===== src/design/astm_pkg.sv =====
// Shared types and constants of the affine span texture mapper.
package astm_pkg;

  localparam int unsigned ScreenWidthDef    = 320;
  localparam int unsigned TextureSideLog2Def = 6;
  localparam int unsigned LightLevelsDef    = 32;
  localparam int unsigned MaxSpanStepsDef   = 64;

  localparam int unsigned FracBits   = 16;
  localparam int unsigned LightW     = 6;
  localparam int unsigned StepW      = 6;
  localparam int unsigned QueueDepth = 2;

  typedef enum logic [1:0] {
    OP_LOAD_TEXEL = 2'd0,
    OP_LOAD_SHADE = 2'd1,
    OP_DRAW_SPAN  = 2'd2
  } opcode_e;

  typedef enum logic [1:0] {
    CFG_LOW_DETAIL = 2'd0,
    CFG_VIEW_X     = 2'd1,
    CFG_VIEW_Y     = 2'd2
  } cfg_reg_e;

  typedef enum logic [1:0] {
    JOB_TEXEL = 2'd0,
    JOB_SHADE = 2'd1,
    JOB_SPAN  = 2'd2
  } job_e;

  typedef struct packed {
    logic [1:0]         opcode;
    logic [12:0]        load_address;
    logic [7:0]         load_value;
    logic [8:0]         x_start;
    logic [8:0]         x_end;
    logic [7:0]         row;
    logic signed [31:0] u_start;
    logic signed [31:0] v_start;
    logic signed [31:0] u_step;
    logic signed [31:0] v_step;
    logic [4:0]         light_level;
  } in_word_t;

  typedef struct packed {
    logic [15:0] pixel_address;
    logic [7:0]  pixel_color;
    logic        double_wide;
    logic        last_pixel;
    logic        truncated;
  } out_word_t;

  typedef struct packed {
    job_e              kind;
    logic [12:0]       load_addr;
    logic [7:0]        load_val;
    logic [15:0]       addr;
    logic [StepW-1:0]  last_k;
    logic              cut;
    logic              dw;
    logic [LightW-1:0] light;
    logic [31:0]       u;
    logic [31:0]       v;
    logic [31:0]       du;
    logic [31:0]       dv;
  } job_t;

endpackage


===== src/design/astm_front.sv =====
// Front end: accepts input words, decodes them and builds queue jobs.
module astm_front #(
  parameter int unsigned SCREEN_WIDTH   = 320,
  parameter int unsigned LIGHT_LEVELS   = 32,
  parameter int unsigned MAX_SPAN_STEPS = 64
) (
  input  logic               in_valid_i,
  output logic               in_ready_o,
  input  astm_pkg::in_word_t in_word_i,
  input  logic               low_detail_i,
  input  logic [8:0]         view_x_i,
  input  logic [7:0]         view_y_i,
  input  logic               q_ready_i,
  output logic               push_o,
  output astm_pkg::job_t     job_o
);
  import astm_pkg::*;

  localparam int unsigned ShadeCount = LIGHT_LEVELS * 256;

  logic        keep;
  logic [8:0]  diff;
  logic [8:0]  row_sum;
  logic [15:0] base;
  logic [9:0]  col0;

  assign diff    = in_word_i.x_end - in_word_i.x_start;
  assign row_sum = {1'b0, in_word_i.row} + {1'b0, view_y_i};
  assign base    = 16'(row_sum) * 16'(SCREEN_WIDTH);
  assign col0    = low_detail_i ? {in_word_i.x_start, 1'b0} : {1'b0, in_word_i.x_start};

  always_comb begin
    job_o           = '0;
    job_o.kind      = JOB_SPAN;
    job_o.load_addr = in_word_i.load_address;
    job_o.load_val  = in_word_i.load_value;
    job_o.addr      = base + 16'(view_x_i) + 16'(col0);
    job_o.dw        = low_detail_i;
    job_o.u         = in_word_i.u_start;
    job_o.v         = in_word_i.v_start;
    job_o.du        = in_word_i.u_step;
    job_o.dv        = in_word_i.v_step;
    job_o.cut       = diff >= 9'(MAX_SPAN_STEPS);
    job_o.last_k    = job_o.cut ? StepW'(MAX_SPAN_STEPS - 1) : StepW'(diff);
    if (7'(in_word_i.light_level) >= 7'(LIGHT_LEVELS)) begin
      job_o.light = LightW'(LIGHT_LEVELS - 1);
    end else begin
      job_o.light = LightW'(in_word_i.light_level);
    end
    keep = 1'b0;
    case (in_word_i.opcode)
      OP_LOAD_TEXEL: begin
        job_o.kind = JOB_TEXEL;
        keep       = 1'b1;
      end
      OP_LOAD_SHADE: begin
        job_o.kind = JOB_SHADE;
        keep       = 15'(in_word_i.load_address) < 15'(ShadeCount);
      end
      OP_DRAW_SPAN: begin
        job_o.kind = JOB_SPAN;
        keep       = in_word_i.x_end >= in_word_i.x_start;
      end
      default: begin
        keep = 1'b0;
      end
    endcase
  end

  assign in_ready_o = q_ready_i;
  assign push_o     = in_valid_i & q_ready_i & keep;

endmodule


===== config.mk =====
export PLATFORM = sky130hd
export DESIGN_NAME = astm_front
export DESIGN_NICKNAME = d
export VERILOG_FILES = /design/src/design/astm_pkg.sv /design/src/design/astm_front.sv
export SDC_FILE = /design/constraint.sdc
export NUM_CORES = 1
export LEC_CHECK = 0
export ABC_AREA = 1
export ABC_CLOCK_PERIOD_IN_PS = 6800
export BUFFER_PORTS_ARGS = -buffer_cell sky130_fd_sc_hd__buf_2
export CORE_AREA = 3 3 150 152
export DETAILED_ROUTE_END_ITERATION = 10
export DIE_AREA = 0 0 153 155
export SYNTH_ARGS = -nofsm -noshare
export SYNTH_HDL_FRONTEND = slang
export SYNTH_SLANG_ARGS = --single-unit

===== constraint.sdc =====
create_clock -name vclk -period 6.8
set_clock_uncertainty 0.1 [all_clocks]
set_input_delay 1.02 -clock vclk [all_inputs]
set_output_delay 1.02 -clock vclk [all_outputs]
set_load 0.02 [all_outputs]

==> flow_results.xml <==
<?xml version="1.0" encoding="UTF-8"?>
<metrics>
  <group name="final_layout">
    <metric name="multi_input_gate_area" unit="mm^2">0.00182</metric>
    <metric name="finalNonFillerCells" unit="">697</metric>
    <metric name="nets" unit="">678</metric>
    <metric name="final_core_utilization" unit="">0.134</metric>
    <metric name="post_route_cells_drive_above_1_share" unit="">0.206</metric>
    <metric name="syn2layout_area_growth" unit="%">-14.1</metric>
    <metric name="layout.sequential_cells" unit="">0</metric>
    <metric name="fillcell_total" unit="">2468</metric>
    <metric name="layout.clock_buffers" unit="">0</metric>
    <metric name="seqCellArea" unit="um^2">0</metric>
    <metric name="final_cell_area" unit="mm^2">0.00283</metric>
    <metric name="number_of_diodes_added_for_antenna_fixing" unit="">0</metric>
  </group>
  <group name="yosys">
    <metric name="dominant_cell_by_count_in_the_synthesized_netlist" unit="">sky130_fd_sc_hd__buf_4</metric>
    <metric name="synth.yosys.seq_area_share" unit="">0</metric>
    <metric name="synth_fp_nets" unit="">760</metric>
    <metric name="mappedNetlistArea" unit="mm^2">0.00329</metric>
    <metric name="yosys.area.top_type_share" unit="">0.358</metric>
    <metric name="cells_after_synthesis" unit="">506</metric>
    <metric name="yosysWarningCount" unit="">0</metric>
    <metric name="postSynthAreaPerCell" unit="um^2">6.51</metric>
    <metric name="synth_cell_types" unit="">26</metric>
    <metric name="synthTopCellsByArea" unit="">sky130_fd_sc_hd__buf_4 (36%), sky130_fd_sc_hd__ha_1 (17%), sky130_fd_sc_hd__nand2_1 (11%), sky130_fd_sc_hd__inv_1 (8.5%), sky130_fd_sc_hd__fa_1 (4.3%)</metric>
    <metric name="synth_top_cell_by_area" unit="">sky130_fd_sc_hd__buf_4</metric>
    <metric name="synthTopCellsByCount" unit="">sky130_fd_sc_hd__buf_4 (157), sky130_fd_sc_hd__nand2_1 (93), sky130_fd_sc_hd__inv_1 (75)</metric>
  </group>
  <group name="global_route">
    <metric name="global_route.usage.total" unit="">0.0732</metric>
    <metric name="number_of_antenna_violations_at_the_first_check_in_global_routing" unit="">1</metric>
    <metric name="largest_net_degree_at_the_start_of_global_routing" unit="">20</metric>
    <metric name="grt_pass1_vias" unit="">2552</metric>
    <metric name="global_route_wire_length_before_repair" unit="um">13800</metric>
    <metric name="globalRouteOverflowTotal" unit="">0</metric>
  </group>
  <group name="critical_path">
    <metric name="worst-path-max-fanout" unit="">3</metric>
    <metric name="critical_setup_path_kind" unit="">input port to primary output</metric>
    <metric name="crit_required" unit="ns">5.68</metric>
    <metric name="critPathCaptureType" unit="">primary output</metric>
    <metric name="nature_of_the_critical_path_startpoint" unit="">input port</metric>
    <metric name="critPathLaunch" unit="">in_word_i[133]</metric>
    <metric name="crit_arrival" unit="ns">4.40</metric>
  </group>
  <group name="cts">
    <metric name="cts.repair.resized" unit="">0</metric>
    <metric name="post_cts.repair.setup_buffers" unit="">0</metric>
    <metric name="cts_hold_buffers" unit="">0</metric>
  </group>
  <group name="sta">
    <metric name="timing_worst_slew_pin_value" unit="ns">0.535</metric>
    <metric name="final.hold.worst_slack" unit="ns">1.94</metric>
    <metric name="final.min_clock_period" unit="ns">5.52</metric>
    <metric name="timing.final.hold_violations" unit="">0</metric>
    <metric name="timing.final.max_slew_violations" unit="">0</metric>
    <metric name="rsz0062_at_grt" unit="">false</metric>
    <metric name="setup_total_negative_slack" unit="ns">0</metric>
    <metric name="setup_viol" unit="">0</metric>
    <metric name="fin_crit_sh" unit="">0.812</metric>
    <metric name="fmax" unit="MHz">181</metric>
    <metric name="setup_slack_of_the_critical_path_after_layout" unit="ns">1.28</metric>
    <metric name="timing.max_slew.rel_slack" unit="">0.639</metric>
  </group>
  <group name="die">
    <metric name="floorplan.io_pins" unit="">385</metric>
    <metric name="design.core.area" unit="mm^2">0.0212</metric>
    <metric name="initial_core_util" unit="">0.156</metric>
    <metric name="dieArea" unit="mm^2">0.0237</metric>
    <metric name="die-width" unit="um">153</metric>
    <metric name="dieHeight" unit="um">155</metric>
    <metric name="rows" unit="">53</metric>
  </group>
  <group name="placed_design">
    <metric name="post-dp-hpwl" unit="um">8420</metric>
    <metric name="place_worst_setup_slack" unit="ns">1.23</metric>
    <metric name="place_inst" unit="">697</metric>
    <metric name="port_buffers" unit="">76</metric>
    <metric name="detailed_place.area" unit="mm^2">0.00283</metric>
    <metric name="gp_congestion" unit="">0.802</metric>
  </group>
  <group name="job">
    <metric name="drv.max_cap_violation_count" unit="">0</metric>
  </group>
  <group name="routing">
    <metric name="drc" unit="">0</metric>
    <metric name="antenna_violating_nets_post_route" unit="">0</metric>
    <metric name="drt-wirelength-per-cell" unit="um">13.3</metric>
    <metric name="detail_route.first_pass.iterations" unit="">4</metric>
    <metric name="detail_route.wirelength" unit="um">9300</metric>
    <metric name="vias_per_std_cell" unit="">3.66</metric>
    <metric name="first_iter_violations" unit="">66</metric>
    <metric name="route.vias.total" unit="">2554</metric>
  </group>
  <group name="power_and_ir_drop">
    <metric name="worst_ir_drop_on_vdd" unit="uV">70.2</metric>
    <metric name="cellPowerDensity" unit="mW/mm^2">241</metric>
    <metric name="design_power_total" unit="mW">0.682</metric>
    <metric name="cellLeakagePower" unit="nW">1.62</metric>
  </group>
  <group name="outcome">
    <metric name="status" unit="">completed</metric>
  </group>
  <group name="worst_hold_path">
    <metric name="worst_hold_launch" unit="">in_word_i[15]</metric>
    <metric name="holdCritPathClass" unit="">input port to primary output</metric>
  </group>
</metrics>
[area by class of cell]
class | instances | share of cell area
timing repair buffer | 76 | 0.134
tap | 275 | 0.122
inverter | 75 | 0.0995
multi-input combinational | 271 | 0.644
[final timing paths]
kind    endpoint  slack (ns)  cells after the start
max   job_o[157]        1.28                     21
min    job_o[10]        1.94                      0
[cell usage in the layout, fill, tap and decap left out, drive strengths merged, types with 10 or more instances in the layout]
cell type | synthesis | layout
a21oi | 22 | 22
buf | 157 | 76
ha | 45 | 45
inv | 75 | 75
nand2 | 93 | 93
nand3 | 24 | 24
nand4 | 10 | 10
nor2 | 20 | 20
o21ai | 14 | 14
xor2 | 14 | 14
[cell families after synthesis]
| family | count (synthesis) | synth area share |
|---|---|---|
| buf+inv | 235 | 0.447 |
| simple gates | 153 | 0.197 |
| fa+ha+maj | 52 | 0.213 |
| compound gates | 42 | 0.0741 |
| xor+xnor | 23 | 0.0680 |
| other cells | 1 | 0.00114 |
[worst max-delay path, cell delays in order]
cell                      delay (ns)
sky130_fd_sc_hd__buf_2          0.10
sky130_fd_sc_hd__ha_1           0.21
sky130_fd_sc_hd__fa_1           0.41
sky130_fd_sc_hd__nand3_1        0.09
sky130_fd_sc_hd__nand2_1        0.08
sky130_fd_sc_hd__xor2_1         0.24
sky130_fd_sc_hd__nor2_1         0.06
sky130_fd_sc_hd__nor2_1         0.17
sky130_fd_sc_hd__inv_1          0.08
sky130_fd_sc_hd__fa_1           0.54
sky130_fd_sc_hd__inv_1          0.05
sky130_fd_sc_hd__ha_1           0.32
sky130_fd_sc_hd__nand2_1        0.08
sky130_fd_sc_hd__nor2_1         0.14
sky130_fd_sc_hd__nand3_1        0.10
sky130_fd_sc_hd__nand3_1        0.17
sky130_fd_sc_hd__nand2_1        0.12
sky130_fd_sc_hd__nor2_1         0.12
sky130_fd_sc_hd__nand3_1        0.08
sky130_fd_sc_hd__nand2_1        0.05
sky130_fd_sc_hd__buf_2          0.15
[power breakdown]
group	internal [mW]	total (mW)	switching, mW
clock	0	0	0
sequential	0	0	0
combinational	0.240	0.682	0.442
[metal layers]
| layer | track usage | wire length, um |
|---|---|---|
| met3 | 0.0356 | 1260 |
| met1 | 0.0723 | 3260 |
| met2 | 0.125 | 4120 |
| met4 | 0.0445 | 654 |
| met5 | 0 | 8 |
Note: power is estimated with default switching activity, not from simulation.
