--- config.mk ---
export PLATFORM = sky130hd
export DESIGN_NAME = astm_queue
export DESIGN_NICKNAME = d
export VERILOG_FILES = /design/src/design/astm_pkg.sv /design/src/design/astm_queue.sv
export SDC_FILE = /design/constraint.sdc
export NUM_CORES = 1
export LEC_CHECK = 0
export ABC_AREA = 1
export BUFFER_PORTS_ARGS = -buffer_cell sky130_fd_sc_hd__buf_2
export CORE_AREA = 4 4 188 190
export DETAILED_ROUTE_END_ITERATION = 10
export DIE_AREA = 0 0 192 194
export PLACE_DENSITY_LB_ADDON = 0.3
export SLEW_MARGIN = 0
export SYNTH_ARGS = -nofsm -noshare
export SYNTH_HDL_FRONTEND = slang
export SYNTH_SLANG_ARGS = --single-unit
--- constraint.sdc ---
create_clock -name clk_i -period 8.3 [get_ports clk_i]
set_input_delay 0.415 -clock clk_i [delete_from_list [all_inputs] [get_ports clk_i]]
set_output_delay 0.415 -clock clk_i [all_outputs]
set_load 0.05 [all_outputs]
--- src/design/astm_pkg.sv ---
// Shared types and constants of the affine span texture mapper.
package astm_pkg;

  localparam int unsigned ScreenWidthDef    = 320;
  localparam int unsigned TextureSideLog2Def = 6;
  localparam int unsigned LightLevelsDef    = 32;
  localparam int unsigned MaxSpanStepsDef   = 64;

  localparam int unsigned FracBits   = 16;
  localparam int unsigned LightW     = 6;
  localparam int unsigned StepW      = 6;
  localparam int unsigned QueueDepth = 2;

  typedef enum logic [1:0] {
    OP_LOAD_TEXEL = 2'd0,
    OP_LOAD_SHADE = 2'd1,
    OP_DRAW_SPAN  = 2'd2
  } opcode_e;

  typedef enum logic [1:0] {
    CFG_LOW_DETAIL = 2'd0,
    CFG_VIEW_X     = 2'd1,
    CFG_VIEW_Y     = 2'd2
  } cfg_reg_e;

  typedef enum logic [1:0] {
    JOB_TEXEL = 2'd0,
    JOB_SHADE = 2'd1,
    JOB_SPAN  = 2'd2
  } job_e;

  typedef struct packed {
    logic [1:0]         opcode;
    logic [12:0]        load_address;
    logic [7:0]         load_value;
    logic [8:0]         x_start;
    logic [8:0]         x_end;
    logic [7:0]         row;
    logic signed [31:0] u_start;
    logic signed [31:0] v_start;
    logic signed [31:0] u_step;
    logic signed [31:0] v_step;
    logic [4:0]         light_level;
  } in_word_t;

  typedef struct packed {
    logic [15:0] pixel_address;
    logic [7:0]  pixel_color;
    logic        double_wide;
    logic        last_pixel;
    logic        truncated;
  } out_word_t;

  typedef struct packed {
    job_e              kind;
    logic [12:0]       load_addr;
    logic [7:0]        load_val;
    logic [15:0]       addr;
    logic [StepW-1:0]  last_k;
    logic              cut;
    logic              dw;
    logic [LightW-1:0] light;
    logic [31:0]       u;
    logic [31:0]       v;
    logic [31:0]       du;
    logic [31:0]       dv;
  } job_t;

endpackage

--- src/design/astm_queue.sv ---
// Short job queue between the front end and the span engine.
module astm_queue (
  input  logic           clk_i,
  input  logic           rst_ni,
  input  logic           push_i,
  input  astm_pkg::job_t job_i,
  output logic           ready_o,
  output logic           valid_o,
  output astm_pkg::job_t job_o,
  input  logic           pop_i
);
  import astm_pkg::*;

  localparam int unsigned PtrW = (QueueDepth > 1) ? $clog2(QueueDepth) : 1;
  localparam int unsigned CntW = $clog2(QueueDepth + 1);

  job_t            mem_q [QueueDepth];
  logic [PtrW-1:0] wr_q, wr_d, rd_q, rd_d;
  logic [CntW-1:0] cnt_q, cnt_d;

  assign ready_o = cnt_q != CntW'(QueueDepth);
  assign valid_o = cnt_q != '0;
  assign job_o   = mem_q[rd_q];

  always_comb begin
    wr_d  = wr_q;
    rd_d  = rd_q;
    cnt_d = cnt_q;
    if (push_i) begin
      wr_d = (wr_q == PtrW'(QueueDepth - 1)) ? '0 : wr_q + 1'b1;
    end
    if (pop_i) begin
      rd_d = (rd_q == PtrW'(QueueDepth - 1)) ? '0 : rd_q + 1'b1;
    end
    if (push_i && !pop_i) begin
      cnt_d = cnt_q + 1'b1;
    end else if (pop_i && !push_i) begin
      cnt_d = cnt_q - 1'b1;
    end
  end

  always_ff @(posedge clk_i or negedge rst_ni) begin
    if (!rst_ni) begin
      wr_q  <= '0;
      rd_q  <= '0;
      cnt_q <= '0;
    end else begin
      wr_q  <= wr_d;
      rd_q  <= rd_d;
      cnt_q <= cnt_d;
    end
  end

  always_ff @(posedge clk_i) begin
    if (push_i) begin
      mem_q[wr_q] <= job_i;
    end
  end

  a_pop_nonempty: assert property (@(posedge clk_i) disable iff (!rst_ni)
    pop_i |-> cnt_q != '0)
    else $error("queue popped while empty");

  a_push_count: assert property (@(posedge clk_i) disable iff (!rst_ni)
    (push_i && !pop_i) |=> cnt_q == $past(cnt_q) + 1'b1)
    else $error("queue count lost a push");

endmodule

==> impl_metrics.ini, run 1 <==
[status]
status = finished, final reports clean

[die]
die-area_sq_um = 37200
rows = 67
initial_core_util_pct = 40.0
die_w_um = 192
ios = 368
core_sq_um = 33400
die_h_um = 194

[logic_synthesis]
synth.distinct_cells = 13
syn_inst = 588
synth_most_common_cell = edfxtp_1
synth_top_cell_by_area = edfxtp_1
ys_ff_latch = 366
synth_edf_count = 362
netlist_top_cells_count = edfxtp_1 (362), mux2_2 (181), clkbuf_8 (15)
synth.avg_cell_area_sq_um = 22.8
yosysTopAreaCellShare_pct = 81.3
synthArstFlopShare_pct = 1.09
synthTopCellsByArea = edfxtp_1 (81%), mux2_2 (15%), clkbuf_8 (1.5%)
synth_fp_nets = 774
ys.flop_type = edfxtp_1
yosysWarnings = 0
synthesis.area_sq_um = 13400
yosysSeqAreaShare_pct = 82.0

[clocking]
cts.reportedPaths.clkPinSlew_ns = 0.06
clockBufferDepth = 3
cts_tree = built
clock-root-buffer = clkbuf_16
clk_latency_ns = 0.50
htreeDepth = 2
cts_num_sinks = 366
cts_resized = 0
cts_buffers = 39

[setup_path]
r2r_cells = 3
cp_max_fo = 73
cp.depth = 3
max_stage_delay_ns = 0.84
crit_family = buffers and inverters
endpoint_kind = output pin
critPathKind = reg -> out
crit_arrival_ns = 2.93
cp.required_ns = 7.89
critPathBufInv = 2
startpoint_type = flop
path_cells = buf_4 > mux2_2 > buf_2
crit_slowest_cell = buf_4

[power_and_ir_drop]
ir_worst_vdd_uv = 225
powerDensity_nw_per_um2 = 412
p_leak_nw = 6.32

[sta]
rsz0062_at_grt = false
max_freq_mhz = 299
clock_skew_ns = 0.00954
tns_ns = 0
post-route-period-util_pct = 40.3
period_needed_ns = 3.34
whs_ns = 0.0931
hold_viol = 0
worst_slew_pin_slew_ns = 1.04
setup_violations = 0
drv_slew = 0
slew_headroom_pct = 30.5

[route]
wl_per_cell_um = 18.6
via_per_inst = 4.63
ant_nets = 0
drtIter0Drc = 314
vias = 6771
drc = 0
drt_pass1_iterations = 4
wl_mm = 27.3

[finish]
design_area_sq_um = 16800
drive_gt1_share_pct = 60.4
final_cells = 1462
fin_nets = 1169
syn_to_final_growth_pct = 25.9
fillCellCount = 2793

[placement]
place_area_sq_um = 15600
port_buffers = 367
dp_hpwl_mm = 18.2
place_congestion = 0.725
post-place-cells = 1389

[global_route]
grt_pass1_vias = 7392
overflow = 0
grt_max_degree = 108
grt_usage_pct = 14.1
grt_pass1_wl_mm = 40.9
antenna_found_initial = 9

[job]
drv_cap = 0

[hold_path]
hold_class = in -> reg
whs_path_depth = 1
metrics by stage:
step	utilization (%)	total power, W	setup WS, ns
final	50.4	0.00694	4.96
after global routing	50.3	0.00725	4.79
after CTS	50.3	0.00705	4.82
after detailed placement	46.6	0.00535	5.36
after global placement	46.6	0.00534	5.38
after floorplan	-	0.00485	2.71
power by group:
part | total (W) | switching, W | internal, W
Sequential | 0.00257 | 0.000111 | 0.00246
Clock | 0.00167 | 0.000653 | 0.00102
Combinational | 0.00270 | 0.00200 | 0.000700
cells in the final DEF, fill, tap and decap left out, types with 6 or more instances in the layout:
cell         n
buf_2      367
buf_4        6
nand2_1      7
clkbuf_16   41
inv_1        6
clkinv_1     8
clkbuf_1     7
edfxtp_1   362
mux2_2     181
clkinv_2     6
repair_timing:
action,CTS,global route
setup buffers,0,0
hold endpoints to repair,4,0
hold buffers,1,0
endpoints found under the setup margin,0,0
state kept, by name (all words and copies together), names as in the netlist:
register	cells
rd_q	1
mem_q	362
wr_q	1
cnt_q	2
final cells by class:
type | instances | area, sq um | area share, %
diodes | 4 | 10.0 | 0.0594
clock buffers | 48 | 1050 | 6.25
clock inverters | 20 | 196 | 1.17
inverters | 7 | 31.3 | 0.186
multi-input cells | 195 | 2130 | 12.6
flip-flops and latches | 366 | 11000 | 65.2
well taps | 448 | 561 | 3.33
repair buffers | 374 | 1890 | 11.2
kinds of logic after synthesis:
group	synth area share [%]
AND/OR/NAND/NOR	0.309
adder cells (fa/ha/maj)	0.0935
multiplexers	15.2
buffers and inverters	2.16
XOR/XNOR	0.196
flip-flops	82.0
final timing paths:
kind | startpoint | to | slack, ns
setup / recovery | rd_q | job_o[83] | 4.96
hold / removal | job_i[38] | mem_q[0][38] | 0.09
setup reg to reg | wr_q | mem_q[1][70] | 5.55
hold reg to reg | cnt_q[0] | cnt_q[0] | 0.50
max in group asynchronous | rst_ni | rd_q | 7.90
min in group asynchronous | rst_ni | cnt_q[1] | 0.27
metal layers:
| metal | vias up | part of all wire, % | track usage [%] |
|---|---|---|---|
| met4 | 8 | 2.3 | 4.07 |
| met1 | 3305 | 37 | 15.8 |
| li1 | 3140 | - | - |
| met2 | 260 | 50 | 24.1 |
| met5 | - | 0.19 | 0 |
| met3 | 58 | 11 | 6.37 |
Power figures use the tool's default switching activity.
==> run 2: changes to the inputs <==
--- a/config.mk
+++ b/config.mk
@@ -5,7 +5,7 @@
 export SDC_FILE = /design/constraint.sdc
 export NUM_CORES = 1
 export LEC_CHECK = 0
-export ABC_AREA = 1
+export ABC_AREA = 0
 export BUFFER_PORTS_ARGS = -buffer_cell sky130_fd_sc_hd__buf_2
 export CORE_AREA = 4 4 188 190
 export DETAILED_ROUTE_END_ITERATION = 10
==> constraint.sdc (replaced) <==
create_clock -name clk_i -period 3.2 [get_ports clk_i]
set_input_delay 0.16 -clock clk_i [delete_from_list [all_inputs] [get_ports clk_i]]
set_output_delay 0.16 -clock clk_i [all_outputs]
set_load 0.05 [all_outputs]
==> run 2 against run 1 <==
Via count is 12% higher. Area after synthesis shrank 0.13%. Critical path depth unchanged. Critical endpoint is now job_o[1]. Largest power group unchanged.
==> impl_metrics.ini, run 2 <==
[die]
initial_core_util_pct = 39.9
die_h_um = 194
ios = 368
die-area_sq_um = 37200
die_w_um = 192
core_sq_um = 33400
rows = 67

[finish]
final_cell_mix = buf_2 (367), edfxtp_1 (362), dlygate4sd3_1 (185)
design_area_sq_um = 18800
multiInputGateArea_sq_um = 2130
drive_gt1_share_pct = 52.8
regMostFlops = mem_q
antenna-diode-count = 0
seq_area_sq_um = 11000
mostFrequentLayoutCell = buf_2
largest_reg_flops = 362
fin_nets = 1356
fillCellCount = 2555
syn_to_final_growth_pct = 40.6
reg_top3 = mem_q x362, cnt_q x2

[route]
dr_wl_met3_mm = 2.57
drtIter0Drc = 282
met2_length_mm = 14.9
ant_nets = 0
vias = 7583
wl_met1_mm = 11.6
top_layer = met4
wl_per_cell_um = 18.2
via_per_inst = 4.60
drc = 0
wl_mm = 30.0
drt_pass1_iterations = 4

[setup_path]
timing.rr.end = mem_q[0][144]
cp.required_ns = 3.04
critPathKind = reg -> out
endpoint_kind = output pin
cp-startpoint = rd_q
path_cells = buf_4 > mux2_2 > buf_2
crit_slowest_cell = dfrtp_4
critPathCapture = job_o[1]
r2r_cells = 2
cp_max_fo = 37
crit_arrival_ns = 2.33
max_stage_delay_ns = 0.80
worstReg2RegStart = wr_q
reg2reg_slack_ns = 1.40
startpoint_type = flop

[logic_synthesis]
synth.distinct_cells = 14
synth_top_cell_by_area = edfxtp_1
synth_edf_count = 362
synth_xor_area_share_pct = 0.328
yosysWarnings = 0
yosysTopAreaCellShare_pct = 81.4
synthArstFlopShare_pct = 1.09
synthAdderAreaFrac_pct = 0.0937
synthTopCellsByArea = edfxtp_1 (81%), mux2_2 (15%), clkbuf_8 (1.5%)
synth_most_common_cell = edfxtp_1
yosysSeqAreaShare_pct = 82.1
yosys.area_share.simple_pct = 0.215
syn_inst = 579
synth_top_family_by_area = multiplexers
ys.flop_type = edfxtp_1
synth.avg_cell_area_sq_um = 23.1
synth_fp_nets = 765
synthesis.area_sq_um = 13400
netlist_top_cells_count = edfxtp_1 (362), mux2_2 (181), clkbuf_8 (15)
ys_ff_latch = 366
synthMuxAreaShare_pct = 15.3
synth_compound_area_share_pct = 0

[power_and_ir_drop]
ir_worst_vdd_uv = 674
switching_share_pct = 40.4
power_switching_w = 0.00738
p_leak_nw = 7.13
power_w = 0.0182
p_int_w = 0.0109
powerDensity_nw_per_um2 = 971
pwr-share-clk_pct = 22.9
p_seq_share_pct = 36.5
p_comb_share_pct = 40.6

[sta]
tns_ns = 0
post-route-period-util_pct = 77.7
rsz0062_at_grt = false
drv_slew = 0
setup_violations = 0
worst_slack_ns = 0.714
slew_headroom_pct = 52.8
clock_skew_ns = 0.0254
period_needed_ns = 2.49
max_freq_mhz = 402
hold_viol = 0
whs_ns = 0.348
worst_slew_pin_slew_ns = 0.709

[placement]
dp_hpwl_mm = 19.3
place_congestion = 0.777
place_ws_ns = 1.27
place_area_sq_um = 15700
port_buffers = 367

[job]
drv_cap = 0

[global_route]
antenna_found_initial = 0
grt_max_degree = 65
grt_usage_pct = 15.4
grt_pass1_wl_mm = 45.2
grt_pass1_vias = 8275
overflow = 0

[clocking]
cts_buffers = 38
clk_latency_ns = 0.53
cts_num_sinks = 366
clockBufferDepth = 3
htreeDepth = 2
cts_resized = 0
cts_tree = built
clock-root-buffer = clkbuf_16
cts.reportedPaths.clkPinSlew_ns = 0.06

[status]
status = finished, final reports clean

[hold_path]
hold_class = in -> reg
-- run 2: cell families after synthesis --
group,Yosys count
multiplexers,181
AND/OR/NAND/NOR,5
buffers and inverters,21
flip-flops,366
adder cells (fa/ha/maj),1
XOR/XNOR,5
-- run 2: area by class of cell --
type	instances	area share, %
Inverter	1	0.0200
Tap cell	448	2.98
Clock buffer	45	5.25
Clock inverter	25	1.11
Sequential cell	366	58.4
Multi-Input combinational cell	192	11.4
Timing Repair Buffer	571	20.9
-- run 2: timing repair --
action | 4_1_cts | 5_1_grt
hold endpoints to repair | 368 | 0
setup buffers | 0 | 0
hold buffers | 185 | 0
-- run 2: how the worst min path moves through the flow --
stage | start | endpoint | slack (ns) | cells after the start
finish | job_i[12] | mem_q[0][12] | 0.35 | 2
global route | job_i[74] | mem_q[0][74] | 0.34 | 2
CTS | job_i[159] | mem_q[0][159] | 0.31 | 2
detailed placement | rst_ni | cnt_q[1] | -0.02 | 1
global placement | rst_ni | cnt_q[1] | -0.03 | 1
floorplan | rst_ni | cnt_q[0] | -0.14 | 0
-- run 2: metrics by stage --
step	util, %	std cells
floorplan	-	579
global placement	47.1	1393
detailed placement	47.1	1393
CTS	56.2	1648
global route	56.2	1648
finish	56.2	1648
-- run 2: power groups by stage --
stage               Combinational (W)  Sequential, W  Clock [W]
floorplan                     0.00583        0.00667          0
global placement              0.00723        0.00673          0
detailed placement            0.00725        0.00675          0
CTS                           0.00746        0.00666    0.00430
global route                  0.00773        0.00673    0.00452
finish                        0.00741        0.00665    0.00418
-- run 2: per-layer routing --
metal  track usage, %  vias to the layer above
met3             5.20                       56
met5                0                        -
met2             26.2                      287
met1             18.2                     3731
met4             5.73                        0
li1                 -                     3509
-- run 2: critical path: cells and delay by family (launching register included) --
| family | cells | cell delay (ns) |
|---|---|---|
| flops | 1 | 0.80 |
| buf+inv | 2 | 0.59 |
| mux | 1 | 0.39 |
